**src/optical_pulse_frame_receiver_macros.svh**
```systemverilog
// Assertion macros shared by the optical pulse frame receiver RTL.
`ifndef OPTICAL_PULSE_FRAME_RECEIVER_MACROS_SVH
`define OPTICAL_PULSE_FRAME_RECEIVER_MACROS_SVH

// Same-cycle implication, checked out of reset.
`define OPFR_ASSERT_NOW(label, clk, rst_n, cond, conseq, msg) \
    label: assert property (@(posedge clk) disable iff (!rst_n) (cond) |-> (conseq)) \
        else $error(msg);

// Next-cycle implication, checked out of reset.
`define OPFR_ASSERT_NEXT(label, clk, rst_n, cond, conseq, msg) \
    label: assert property (@(posedge clk) disable iff (!rst_n) (cond) |=> (conseq)) \
        else $error(msg);

`endif

```
**src/opfr_pkg.sv**
```systemverilog
// Types and constants of the optical pulse frame receiver.
`default_nettype none
package opfr_pkg;

    localparam int SAMPLE_BITS = 16;
    localparam int RUN_BITS    = 16;
    localparam int LIGHT_W     = 16;
    localparam int ADDR_W      = 5;
    localparam int DATA_W      = 32;

    localparam int MS_W      = 7;
    localparam int RPER_W    = 10;
    localparam int RTOL_W    = 10;
    localparam int DPER_W    = 11;
    localparam int DTOL_W    = 10;
    localparam int PULSE_W   = 4;
    localparam int MS_RUN_W  = RUN_BITS + MS_W;
    localparam int TOTAL_W   = MS_RUN_W + 1;
    localparam int WIN_W     = DPER_W + 1;

    localparam logic [MS_W-1:0]    MS_PER_TICK_RST  = MS_W'(10);
    localparam logic [RPER_W-1:0]  RESET_PERIOD_RST = RPER_W'(100);
    localparam logic [RTOL_W-1:0]  RESET_TOL_RST    = RTOL_W'(40);
    localparam logic [DPER_W-1:0]  DATA_PERIOD_RST  = DPER_W'(200);
    localparam logic [DTOL_W-1:0]  DATA_TOL_RST     = DTOL_W'(50);
    localparam logic [PULSE_W-1:0] PULSES_RST       = PULSE_W'(5);

    localparam logic [SAMPLE_BITS-1:0] HIGH_LEVEL_RST = SAMPLE_BITS'(1000);

    localparam logic [2:0] REG_MS_PER_TICK   = 3'd0;
    localparam logic [2:0] REG_RESET_PERIOD  = 3'd1;
    localparam logic [2:0] REG_RESET_TOL     = 3'd2;
    localparam logic [2:0] REG_DATA_PERIOD   = 3'd3;
    localparam logic [2:0] REG_DATA_TOL      = 3'd4;
    localparam logic [2:0] REG_PULSES_NEEDED = 3'd5;

    localparam logic [7:0] FRAME_HEADER = 8'hFF;
    localparam logic [3:0] FRAME_LEN    = 4'd4;
    localparam logic [3:0] DROP_LEN     = 4'd8;
    localparam int         FRAME_BYTES  = 4;

    typedef enum logic [1:0] {
        TREND_NONE = 2'd0,
        TREND_RISE = 2'd1,
        TREND_FALL = 2'd2
    } t_trend;

    typedef struct packed {
        logic [MS_W-1:0]    ms_per_tick;
        logic [RPER_W-1:0]  reset_period_ms;
        logic [RTOL_W-1:0]  reset_tolerance_ms;
        logic [DPER_W-1:0]  data_period_ms;
        logic [DTOL_W-1:0]  data_tolerance_ms;
        logic [PULSE_W-1:0] reset_pulses_needed;
    } t_cfg;

    typedef struct packed {
        logic [LIGHT_W-1:0] light_sample;
        logic               clear_pending;
    } t_in_item;

    typedef struct packed {
        logic       frame_done;
        logic [7:0] seconds_bcd;
        logic [7:0] minutes_bcd;
        logic [7:0] hours_bcd;
        logic       light_is_on;
        logic       frame_waiting;
    } t_out_item;

    typedef struct packed {
        logic                rise;
        logic [RUN_BITS-1:0] on_ticks;
        logic [RUN_BITS-1:0] off_ticks;
    } t_period_evt;

    typedef struct packed {
        logic       done;
        logic       pending;
        logic [7:0] seconds;
        logic [7:0] minutes;
        logic [7:0] hours;
    } t_frame_status;

endpackage
`default_nettype wire

```
**src/opfr_level.sv**
```systemverilog
// Adaptive level tracking, slicing and run timing of the light samples.
`default_nettype none
module opfr_level (
    input  wire logic                             i_clk,
    input  wire logic                             i_rst_n,
    input  wire logic                             i_en,
    input  wire logic [opfr_pkg::SAMPLE_BITS-1:0] i_sample,
    output opfr_pkg::t_period_evt                 o_evt,
    output logic                                  o_light_on
);
    import opfr_pkg::*;

    localparam int W8  = SAMPLE_BITS + 3;
    localparam int W16 = SAMPLE_BITS + 4;
    localparam int WT  = SAMPLE_BITS + 2;
    localparam logic [RUN_BITS-1:0] RUN_MAX = '1;

    logic [SAMPLE_BITS-1:0] r_low, n_low, r_high, n_high, r_prev, n_prev;
    t_trend                 r_trend, n_trend;
    logic                   r_on, n_on;
    logic [RUN_BITS-1:0]    r_run, n_run, r_on_ticks, n_on_ticks;

    logic [W8-1:0]          sum_high, sum_low;
    logic [W16-1:0]         sum_low2, sum_high2;
    logic [SAMPLE_BITS-1:0] high1, low1, high2, low2;
    logic [WT-1:0]          lhs, rhs;
    logic                   slice_on;
    logic [RUN_BITS-1:0]    run_base;

    always_comb begin
        sum_high = W8'(r_high) * W8'(7) + W8'(i_sample);
        sum_low  = W8'(r_low) * W8'(7) + W8'(i_sample);
        high1    = (i_sample > r_high) ? sum_high[W8-1:3] : r_high;
        low1     = (i_sample < r_low) ? sum_low[W8-1:3] : r_low;

        sum_low2  = W16'(low1) * W16'(15) + W16'(r_prev);
        sum_high2 = W16'(high1) * W16'(15) + W16'(r_prev);
        low2      = low1;
        high2     = high1;
        n_trend   = r_trend;
        if (i_sample > r_prev) begin
            if (r_trend == TREND_FALL) begin
                low2 = sum_low2[W16-1:4];
            end
            n_trend = TREND_RISE;
        end else if (i_sample < r_prev) begin
            if (r_trend == TREND_RISE) begin
                high2 = sum_high2[W16-1:4];
            end
            n_trend = TREND_FALL;
        end

        // on when sample >= floor((2*low + high) / 3)
        lhs      = WT'(low2) * WT'(2) + WT'(high2);
        rhs      = WT'(i_sample) * WT'(3) + WT'(3);
        slice_on = lhs < rhs;

        n_on_ticks = r_on_ticks;
        run_base   = r_run;
        if (slice_on && !r_on) begin
            run_base = '0;
        end else if (!slice_on && r_on) begin
            n_on_ticks = r_run;
            run_base   = '0;
        end

        n_low  = low2;
        n_high = high2;
        n_prev = i_sample;
        n_on   = slice_on;
        n_run  = (run_base != RUN_MAX) ? run_base + RUN_BITS'(1) : run_base;

        if (!i_en) begin
            n_low      = r_low;
            n_high     = r_high;
            n_prev     = r_prev;
            n_trend    = r_trend;
            n_on       = r_on;
            n_run      = r_run;
            n_on_ticks = r_on_ticks;
        end

        o_evt.rise      = slice_on && !r_on;
        o_evt.on_ticks  = r_on_ticks;
        o_evt.off_ticks = r_run;
        o_light_on      = n_on;
    end

    always_ff @(posedge i_clk) begin
        if (!i_rst_n) begin
            r_low      <= '0;
            r_high     <= HIGH_LEVEL_RST;
            r_prev     <= '0;
            r_trend    <= TREND_NONE;
            r_on       <= 1'b0;
            r_run      <= '0;
            r_on_ticks <= '0;
        end else begin
            r_low      <= n_low;
            r_high     <= n_high;
            r_prev     <= n_prev;
            r_trend    <= n_trend;
            r_on       <= n_on;
            r_run      <= n_run;
            r_on_ticks <= n_on_ticks;
        end
    end

endmodule
`default_nettype wire

```
**src/opfr_decoder.sv**
```systemverilog
// Period classification, reset pulse counting and frame assembly.
`default_nettype none
module opfr_decoder (
    input  wire logic                  i_clk,
    input  wire logic                  i_rst_n,
    input  opfr_pkg::t_cfg             i_cfg,
    input  wire logic                  i_process,
    input  wire logic                  i_clear,
    input  opfr_pkg::t_period_evt      i_evt,
    output logic                       o_live,
    output opfr_pkg::t_frame_status    o_status
);
    import opfr_pkg::*;

    function automatic logic in_window(input logic [TOTAL_W-1:0] v,
                                       input logic [WIN_W-1:0] nominal,
                                       input logic [WIN_W-1:0] tol);
        logic [WIN_W-1:0] lo;
        logic [WIN_W-1:0] hi;
        lo = (nominal > tol) ? nominal - tol : '0;
        hi = nominal + tol;
        return (v >= TOTAL_W'(lo)) && (v <= TOTAL_W'(hi));
    endfunction

    logic [3:0] r_rc, n_rc;
    logic       r_recv, n_recv;
    logic [2:0] r_bi, n_bi;
    logic [7:0] r_shift, n_shift;
    logic [3:0] r_bc, n_bc;
    logic [7:0] r_fb [FRAME_BYTES];
    logic [7:0] n_fb [FRAME_BYTES];
    logic       r_pend, n_pend;

    logic                pend_in;
    logic                period_ev;
    logic [MS_RUN_W-1:0] on_ms, off_ms;
    logic [TOTAL_W-1:0]  total;
    logic                in_reset, in_data, bit_val, done;
    logic [3:0]          rc1, bc1;
    logic [7:0]          new_shift, fb0;

    always_comb begin
        pend_in   = r_pend && !i_clear;
        o_live    = i_process && !pend_in;
        period_ev = o_live && i_evt.rise;

        on_ms    = MS_RUN_W'(i_evt.on_ticks) * MS_RUN_W'(i_cfg.ms_per_tick);
        off_ms   = MS_RUN_W'(i_evt.off_ticks) * MS_RUN_W'(i_cfg.ms_per_tick);
        total    = TOTAL_W'(on_ms) + TOTAL_W'(off_ms);
        in_reset = in_window(total, WIN_W'(i_cfg.reset_period_ms),
                             WIN_W'(i_cfg.reset_tolerance_ms));
        in_data  = in_window(total, WIN_W'(i_cfg.data_period_ms),
                             WIN_W'(i_cfg.data_tolerance_ms));
        bit_val  = TOTAL_W'(on_ms) > (total >> 1);

        rc1       = r_rc + 4'd1;
        bc1       = r_bc + 4'd1;
        new_shift = r_shift | (bit_val ? (8'd1 << r_bi) : 8'd0);
        fb0       = (r_bc == 4'd0) ? new_shift : r_fb[0];

        n_rc    = r_rc;
        n_recv  = r_recv;
        n_bi    = r_bi;
        n_shift = r_shift;
        n_bc    = r_bc;
        n_fb    = r_fb;
        n_pend  = i_process ? pend_in : r_pend;
        done    = 1'b0;

        if (period_ev) begin
            if (in_reset) begin
                if (rc1 == i_cfg.reset_pulses_needed) begin
                    n_rc    = '0;
                    n_recv  = 1'b1;
                    n_bi    = '0;
                    n_shift = '0;
                    n_bc    = '0;
                end else begin
                    n_rc = rc1;
                end
            end else if (!r_recv) begin
                n_rc = '0;
            end else if (!in_data) begin
                n_recv = 1'b0;
            end else begin
                n_bi    = r_bi + 3'd1;
                n_shift = new_shift;
                if (r_bi == 3'd7) begin
                    if (r_bc < FRAME_LEN) begin
                        n_fb[r_bc[1:0]] = new_shift;
                    end
                    n_bc    = bc1;
                    n_shift = '0;
                    if (fb0 == FRAME_HEADER && bc1 == FRAME_LEN) begin
                        n_pend = 1'b1;
                        n_recv = 1'b0;
                        done   = 1'b1;
                    end else if (bc1 >= DROP_LEN) begin
                        n_bc   = '0;
                        n_recv = 1'b0;
                    end
                end
            end
        end

        o_status.done    = done;
        o_status.pending = n_pend;
        o_status.seconds = n_fb[1];
        o_status.minutes = n_fb[2];
        o_status.hours   = n_fb[3];
    end

    always_ff @(posedge i_clk) begin
        if (!i_rst_n) begin
            r_rc    <= '0;
            r_recv  <= 1'b0;
            r_bi    <= '0;
            r_shift <= '0;
            r_bc    <= '0;
            r_pend  <= 1'b0;
            for (int i = 0; i < FRAME_BYTES; i++) begin
                r_fb[i] <= '0;
            end
        end else begin
            r_rc    <= n_rc;
            r_recv  <= n_recv;
            r_bi    <= n_bi;
            r_shift <= n_shift;
            r_bc    <= n_bc;
            r_pend  <= n_pend;
            r_fb    <= n_fb;
        end
    end

endmodule
`default_nettype wire

```
**src/optical_pulse_frame_receiver.sv**
```systemverilog
// Top level of the optical pulse frame receiver: handshakes, registers, assembly.
// An accepted item is held in the input register, then loaded into the result
// register once the output can advance.
// Throughput: one item per cycle while the output is not stalled; the path runs through the input and result registers.
// Reset: synchronous, active low; clears levels, timers, frame state and config.
`default_nettype none
`include "optical_pulse_frame_receiver_macros.svh"
module optical_pulse_frame_receiver (
    input  wire logic                        i_clk,
    input  wire logic                        i_rst_n,
    input  wire logic                        i_in_valid,
    output logic                             o_in_stall,
    input  opfr_pkg::t_in_item               i_in_item,
    output logic                             o_out_valid,
    input  wire logic                        i_out_stall,
    output opfr_pkg::t_out_item              o_out_item,
    input  wire logic                        psel,
    input  wire logic                        penable,
    input  wire logic                        pwrite,
    input  wire logic [opfr_pkg::ADDR_W-1:0] paddr,
    input  wire logic [opfr_pkg::DATA_W-1:0] pwdata,
    output logic      [opfr_pkg::DATA_W-1:0] prdata,
    output logic                             pready
);
    import opfr_pkg::*;

    t_cfg          r_cfg;
    logic          r_in_valid;
    t_in_item      r_in;
    logic          r_out_valid;
    t_out_item     r_out;

    logic          advance, process, accept, live, light_on;
    t_period_evt   evt;
    t_frame_status status;
    logic [2:0]    reg_idx;

    assign pready     = 1'b1;
    assign reg_idx    = paddr[4:2];
    assign advance    = !r_out_valid || !i_out_stall;
    assign process    = r_in_valid && advance;
    assign o_in_stall = r_in_valid && !advance;
    assign accept     = i_in_valid && !o_in_stall;

    assign o_out_valid = r_out_valid;
    assign o_out_item  = r_out;

    always_ff @(posedge i_clk) begin
        if (!i_rst_n) begin
            r_cfg.ms_per_tick         <= MS_PER_TICK_RST;
            r_cfg.reset_period_ms     <= RESET_PERIOD_RST;
            r_cfg.reset_tolerance_ms  <= RESET_TOL_RST;
            r_cfg.data_period_ms      <= DATA_PERIOD_RST;
            r_cfg.data_tolerance_ms   <= DATA_TOL_RST;
            r_cfg.reset_pulses_needed <= PULSES_RST;
        end else if (psel && penable && pwrite) begin
            case (reg_idx)
                REG_MS_PER_TICK:   r_cfg.ms_per_tick         <= pwdata[MS_W-1:0];
                REG_RESET_PERIOD:  r_cfg.reset_period_ms     <= pwdata[RPER_W-1:0];
                REG_RESET_TOL:     r_cfg.reset_tolerance_ms  <= pwdata[RTOL_W-1:0];
                REG_DATA_PERIOD:   r_cfg.data_period_ms      <= pwdata[DPER_W-1:0];
                REG_DATA_TOL:      r_cfg.data_tolerance_ms   <= pwdata[DTOL_W-1:0];
                REG_PULSES_NEEDED: r_cfg.reset_pulses_needed <= pwdata[PULSE_W-1:0];
                default: begin
                end
            endcase
        end
    end

    always_comb begin
        case (reg_idx)
            REG_MS_PER_TICK:   prdata = DATA_W'(r_cfg.ms_per_tick);
            REG_RESET_PERIOD:  prdata = DATA_W'(r_cfg.reset_period_ms);
            REG_RESET_TOL:     prdata = DATA_W'(r_cfg.reset_tolerance_ms);
            REG_DATA_PERIOD:   prdata = DATA_W'(r_cfg.data_period_ms);
            REG_DATA_TOL:      prdata = DATA_W'(r_cfg.data_tolerance_ms);
            REG_PULSES_NEEDED: prdata = DATA_W'(r_cfg.reset_pulses_needed);
            default:           prdata = '0;
        endcase
    end

    opfr_level u_level (
        .i_clk      (i_clk),
        .i_rst_n    (i_rst_n),
        .i_en       (live),
        .i_sample   (SAMPLE_BITS'(r_in.light_sample)),
        .o_evt      (evt),
        .o_light_on (light_on)
    );

    opfr_decoder u_decoder (
        .i_clk     (i_clk),
        .i_rst_n   (i_rst_n),
        .i_cfg     (r_cfg),
        .i_process (process),
        .i_clear   (r_in.clear_pending),
        .i_evt     (evt),
        .o_live    (live),
        .o_status  (status)
    );

    always_ff @(posedge i_clk) begin
        if (!i_rst_n) begin
            r_in_valid <= 1'b0;
        end else if (accept) begin
            r_in_valid <= 1'b1;
        end else if (process) begin
            r_in_valid <= 1'b0;
        end
    end

    always_ff @(posedge i_clk) begin
        if (accept) begin
            r_in <= i_in_item;
        end
    end

    always_ff @(posedge i_clk) begin
        if (!i_rst_n) begin
            r_out_valid <= 1'b0;
        end else if (process) begin
            r_out_valid <= 1'b1;
        end else if (!i_out_stall) begin
            r_out_valid <= 1'b0;
        end
    end

    always_ff @(posedge i_clk) begin
        if (process) begin
            r_out.frame_done    <= status.done;
            r_out.seconds_bcd   <= status.seconds;
            r_out.minutes_bcd   <= status.minutes;
            r_out.hours_bcd     <= status.hours;
            r_out.light_is_on   <= light_on;
            r_out.frame_waiting <= status.pending;
        end
    end

    `OPFR_ASSERT_NOW(a_done_sets_waiting, i_clk, i_rst_n, r_out_valid && r_out.frame_done, r_out.frame_waiting, "frame_done without frame_waiting")
    `OPFR_ASSERT_NOW(a_stall_only_when_full, i_clk, i_rst_n, o_in_stall, r_in_valid && r_out_valid && i_out_stall, "input stalled while a stage is free")
    `OPFR_ASSERT_NEXT(a_process_fills_out, i_clk, i_rst_n, process, r_out_valid, "processed item did not reach the result register")

endmodule
`default_nettype wire

```
**config.mk**
```make
export PLATFORM = sky130hd
export DESIGN_NAME = optical_pulse_frame_receiver
export DESIGN_NICKNAME = d
export VERILOG_FILES = /design/src/opfr_pkg.sv /design/src/opfr_level.sv /design/src/opfr_decoder.sv /design/src/optical_pulse_frame_receiver.sv
export VERILOG_INCLUDE_DIRS = /design/src /design/src/src
export SDC_FILE = /design/constraint.sdc
export NUM_CORES = 2
export LEC_CHECK = 0
export BUFFER_PORTS_ARGS = -buffer_cell sky130_fd_sc_hd__buf_2
export CORE_ASPECT_RATIO = 1.4
export CORE_MARGIN = 2
export CORE_UTILIZATION = 33
export CTS_CLUSTER_DIAMETER = 80
export CTS_CLUSTER_SIZE = 14
export DETAILED_ROUTE_END_ITERATION = 6
export PLACE_DENSITY = 0.45
export SKIP_LAST_GASP = 1
export SYNTH_ARGS = -nofsm -noshare
export SYNTH_HDL_FRONTEND = slang
export SYNTH_HIERARCHICAL = 1
export SYNTH_SLANG_ARGS = --single-unit
```
**constraint.sdc**
```tcl
create_clock -name i_clk -period 13.3 [get_ports i_clk]
set_input_delay 2.66 -clock i_clk [delete_from_list [all_inputs] [get_ports i_clk]]
set_output_delay 2.66 -clock i_clk [all_outputs]
set_load 0.05 [all_outputs]
```
==> out/metrics.csv <==
metric,value,unit
initial antenna violation count,0,
critical path launch point type,flop,
Fin. Hold Viols,0,
TritonRoute pass-1 iters,7,
Worst Setup End Kind,flop,
synth warn,6,
Vias/cell,4.94,
Clock transition at path regs,70,ps
fin. max-slew vios,0,
RD Place Congestion,0.825,
initial core utilization,33.3,%
final WL,90.6,mm
vias,24300,
drt drc,1,
core area,0.0940,mm²
Clock Skews,31.0,ps
vias in the first global route,25200,
Synth Flop Type,dfxtp_1,
Max stage delay on crit path,560,ps
die height,368,µm
Worst EP required,13740,ps
outcome,"complete, but fails checks",
Mapped Cells,3620,
CP max-delay cell,fa_1,
slew margin rel.,40.6,%
post-synth top area cell,fa_1,
worst-path maximum fanout,13,
io pins,123,
Max Clk Rate,80.7,MHz
setup violators final,0,
register bit total from synthesis,234,
worst hold slack,461,ps
Routed WL per cell,18.4,µm
gr ovfl total,0,
maxcap violations,0,
"Seq/Total Area, Yosys",16.4,%
buffer depth of the longest clock path,3,
unrepaired setup endpoints after global routing,no,
# rows,133,
CTS sink cnt,234,
post-CTS sizing,0,
Worst Hold Class,flop to flop,
Final Net Count,4465,
placed instance count,4878,
clock buffer count from CTS,25,
Reg area,0.00512,mm²
Iter 0 DRT Violations,1095,
Final WS setup,915,ps
Die Wd,264,µm
share of the synthesized area in the top cell type,18.3,%
CP most frequent cell,a21o_1,
share of layout cells above drive strength 1,7.45,%
area grow syn2layout,8.95,%
Synth cell types,101,
first-pass GRT wire length,143,mm
die area,0.0973,mm²
IO Port Bufs,77,
CTS tree,yes,
fin crit share,93.1,%
Worst-Margin Slew,882,ps
Commonest cells post-synth,"558 x inv_1, 428 x ha_1, 288 x nand2_1, 286 x fa_1, 232 x nor2_1",
post-route insts no fill,4922,
pre-CTS setup slack,526,ps
Multi-input gate area,0.0236,mm²
largest net degree at the start of global routing,57,
ys async rst share,0,%
"EDFF count, synth",44,
top post-synthesis cells by area,"fa_1 18%, ha_1 17%, dfxtp_1 12%",
Crit Path Category,flop to flop,
# hold bufs at CTS,0,
fill count,9894,
Post-DRT Antenna Nets,0,
root buffer cell,clkbuf_16,
Post-CTS Setup Bufs,0,
H-tree Lvls,1,
Post-Route Setup TNS,0,ps
violated checks,DRC,
Syn Area/Cell,8.64,µm²
Clock Latency Late Sink,580,ps
gr usage total,18.8,%
Critical Path AT,12830,ps
most common cell in the netlist,inv_1,
Detailed Place HPWL,74.4,mm
Synth Cell Area,0.0313,mm²
shortest period the worst path allows,12380,ps
-- per-stage QoR --
| step | area, µm² | utilization (%) |
|---|---|---|
| 6_report | 34100 | 36.2 |
| 5_1_grt | 34100 | 36.2 |
| 4_1_cts | 34100 | 36.2 |
| 3_5_place_dp | 33200 | 35.3 |
| 3_3_place_gp | 33200 | 35.3 |
| 2_1_floorplan | 31400 | - |
-- worst paths after layout --
path	start	endpoint	slack [ps]	cells past startpoint
worst min-delay path	u_decoder/r_fb[21]	u_decoder/r_fb[21]	460	2
worst max register to register	u_level/r_low[1]	u_level/r_run[7]	920	55
worst max-delay path	u_level/r_low[1]	u_level/r_run[7]	920	55
worst min register to register	u_decoder/r_fb[21]	u_decoder/r_fb[21]	460	2
-- kinds of logic after synthesis --
group           count (synthesis)  synth area share [%]
compound gates                665                  13.8
xor+xnor                      181                  5.07
fa+ha+maj                     718                  35.6
buf+inv                       686                  8.67
flops                         234                  16.4
mux                           139                  4.66
other cells                     2                0.0240
simple gates                  995                  15.8
-- metal layers --
layer,routed length [µm],share of wire (%),GRT usage [%]
met3,1700,1.9,1.14
met4,4070,4.5,7.56
met1,34800,38,20.2
met2,50000,55,37.6
met5,0,0,0
-- cells in the final DEF, fill, tap and decap left out, drive strengths merged, types with 30 or more instances in the layout --
cell / count
a21o: 86
a21oi: 213
and2: 170
buf: 149
clkbuf: 34
dfxtp: 190
edfxtp: 44
fa: 286
ha: 428
inv: 566
mux2: 31
mux2i: 106
nand2: 288
nand2b: 30
nand3: 56
nand4: 44
nor2: 235
nor2b: 38
nor3: 33
o21ai: 122
o21bai: 38
xnor2: 119
xor2: 62
-- state kept, by name, summed over array words and instances (netlist names), 2 cells and up --
| signal | flops |
|---|---|
| u_level/r_high | 16 |
| u_level/r_run | 16 |
| r_cfg | 52 |
| r_in | 17 |
| u_level/r_low | 16 |
| o_out_item | 27 |
| u_decoder/r_shift | 8 |
| u_level/r_prev | 16 |
| u_level/r_trend | 2 |
| u_decoder/r_rc | 4 |
| u_decoder/r_bc | 4 |
| u_level/r_on_ticks | 16 |
| u_decoder/r_bi | 3 |
| u_decoder/r_fb | 32 |
-- critical path, delay by kind of cell, from the launching register on --
kind                       cells  cell delay, ps
and+or+nand+nor               12            1850
DFF                            1             400
adders and majority gates     10            4050
buffers and inverters          7             800
AOI/OAI and AO/OA             22            4500
xor gates and xnor gates       4             640
-- layout make-up --
| type | instances | share of cell area [%] |
|---|---|---|
| multi-input combinational | 2720 | 69.2 |
| clock buffer | 34 | 2.09 |
| clock inverter | 9 | 0.356 |
| tap | 1215 | 4.46 |
| inverter | 560 | 6.17 |
| timing repair buffer | 149 | 2.72 |
| sequential | 234 | 15.0 |
| antenna | 1 | 0.00734 |
Power is left out: the tool's default activity adds up to more than one toggle a clock period on the data nets, which glitch-free logic cannot reach.
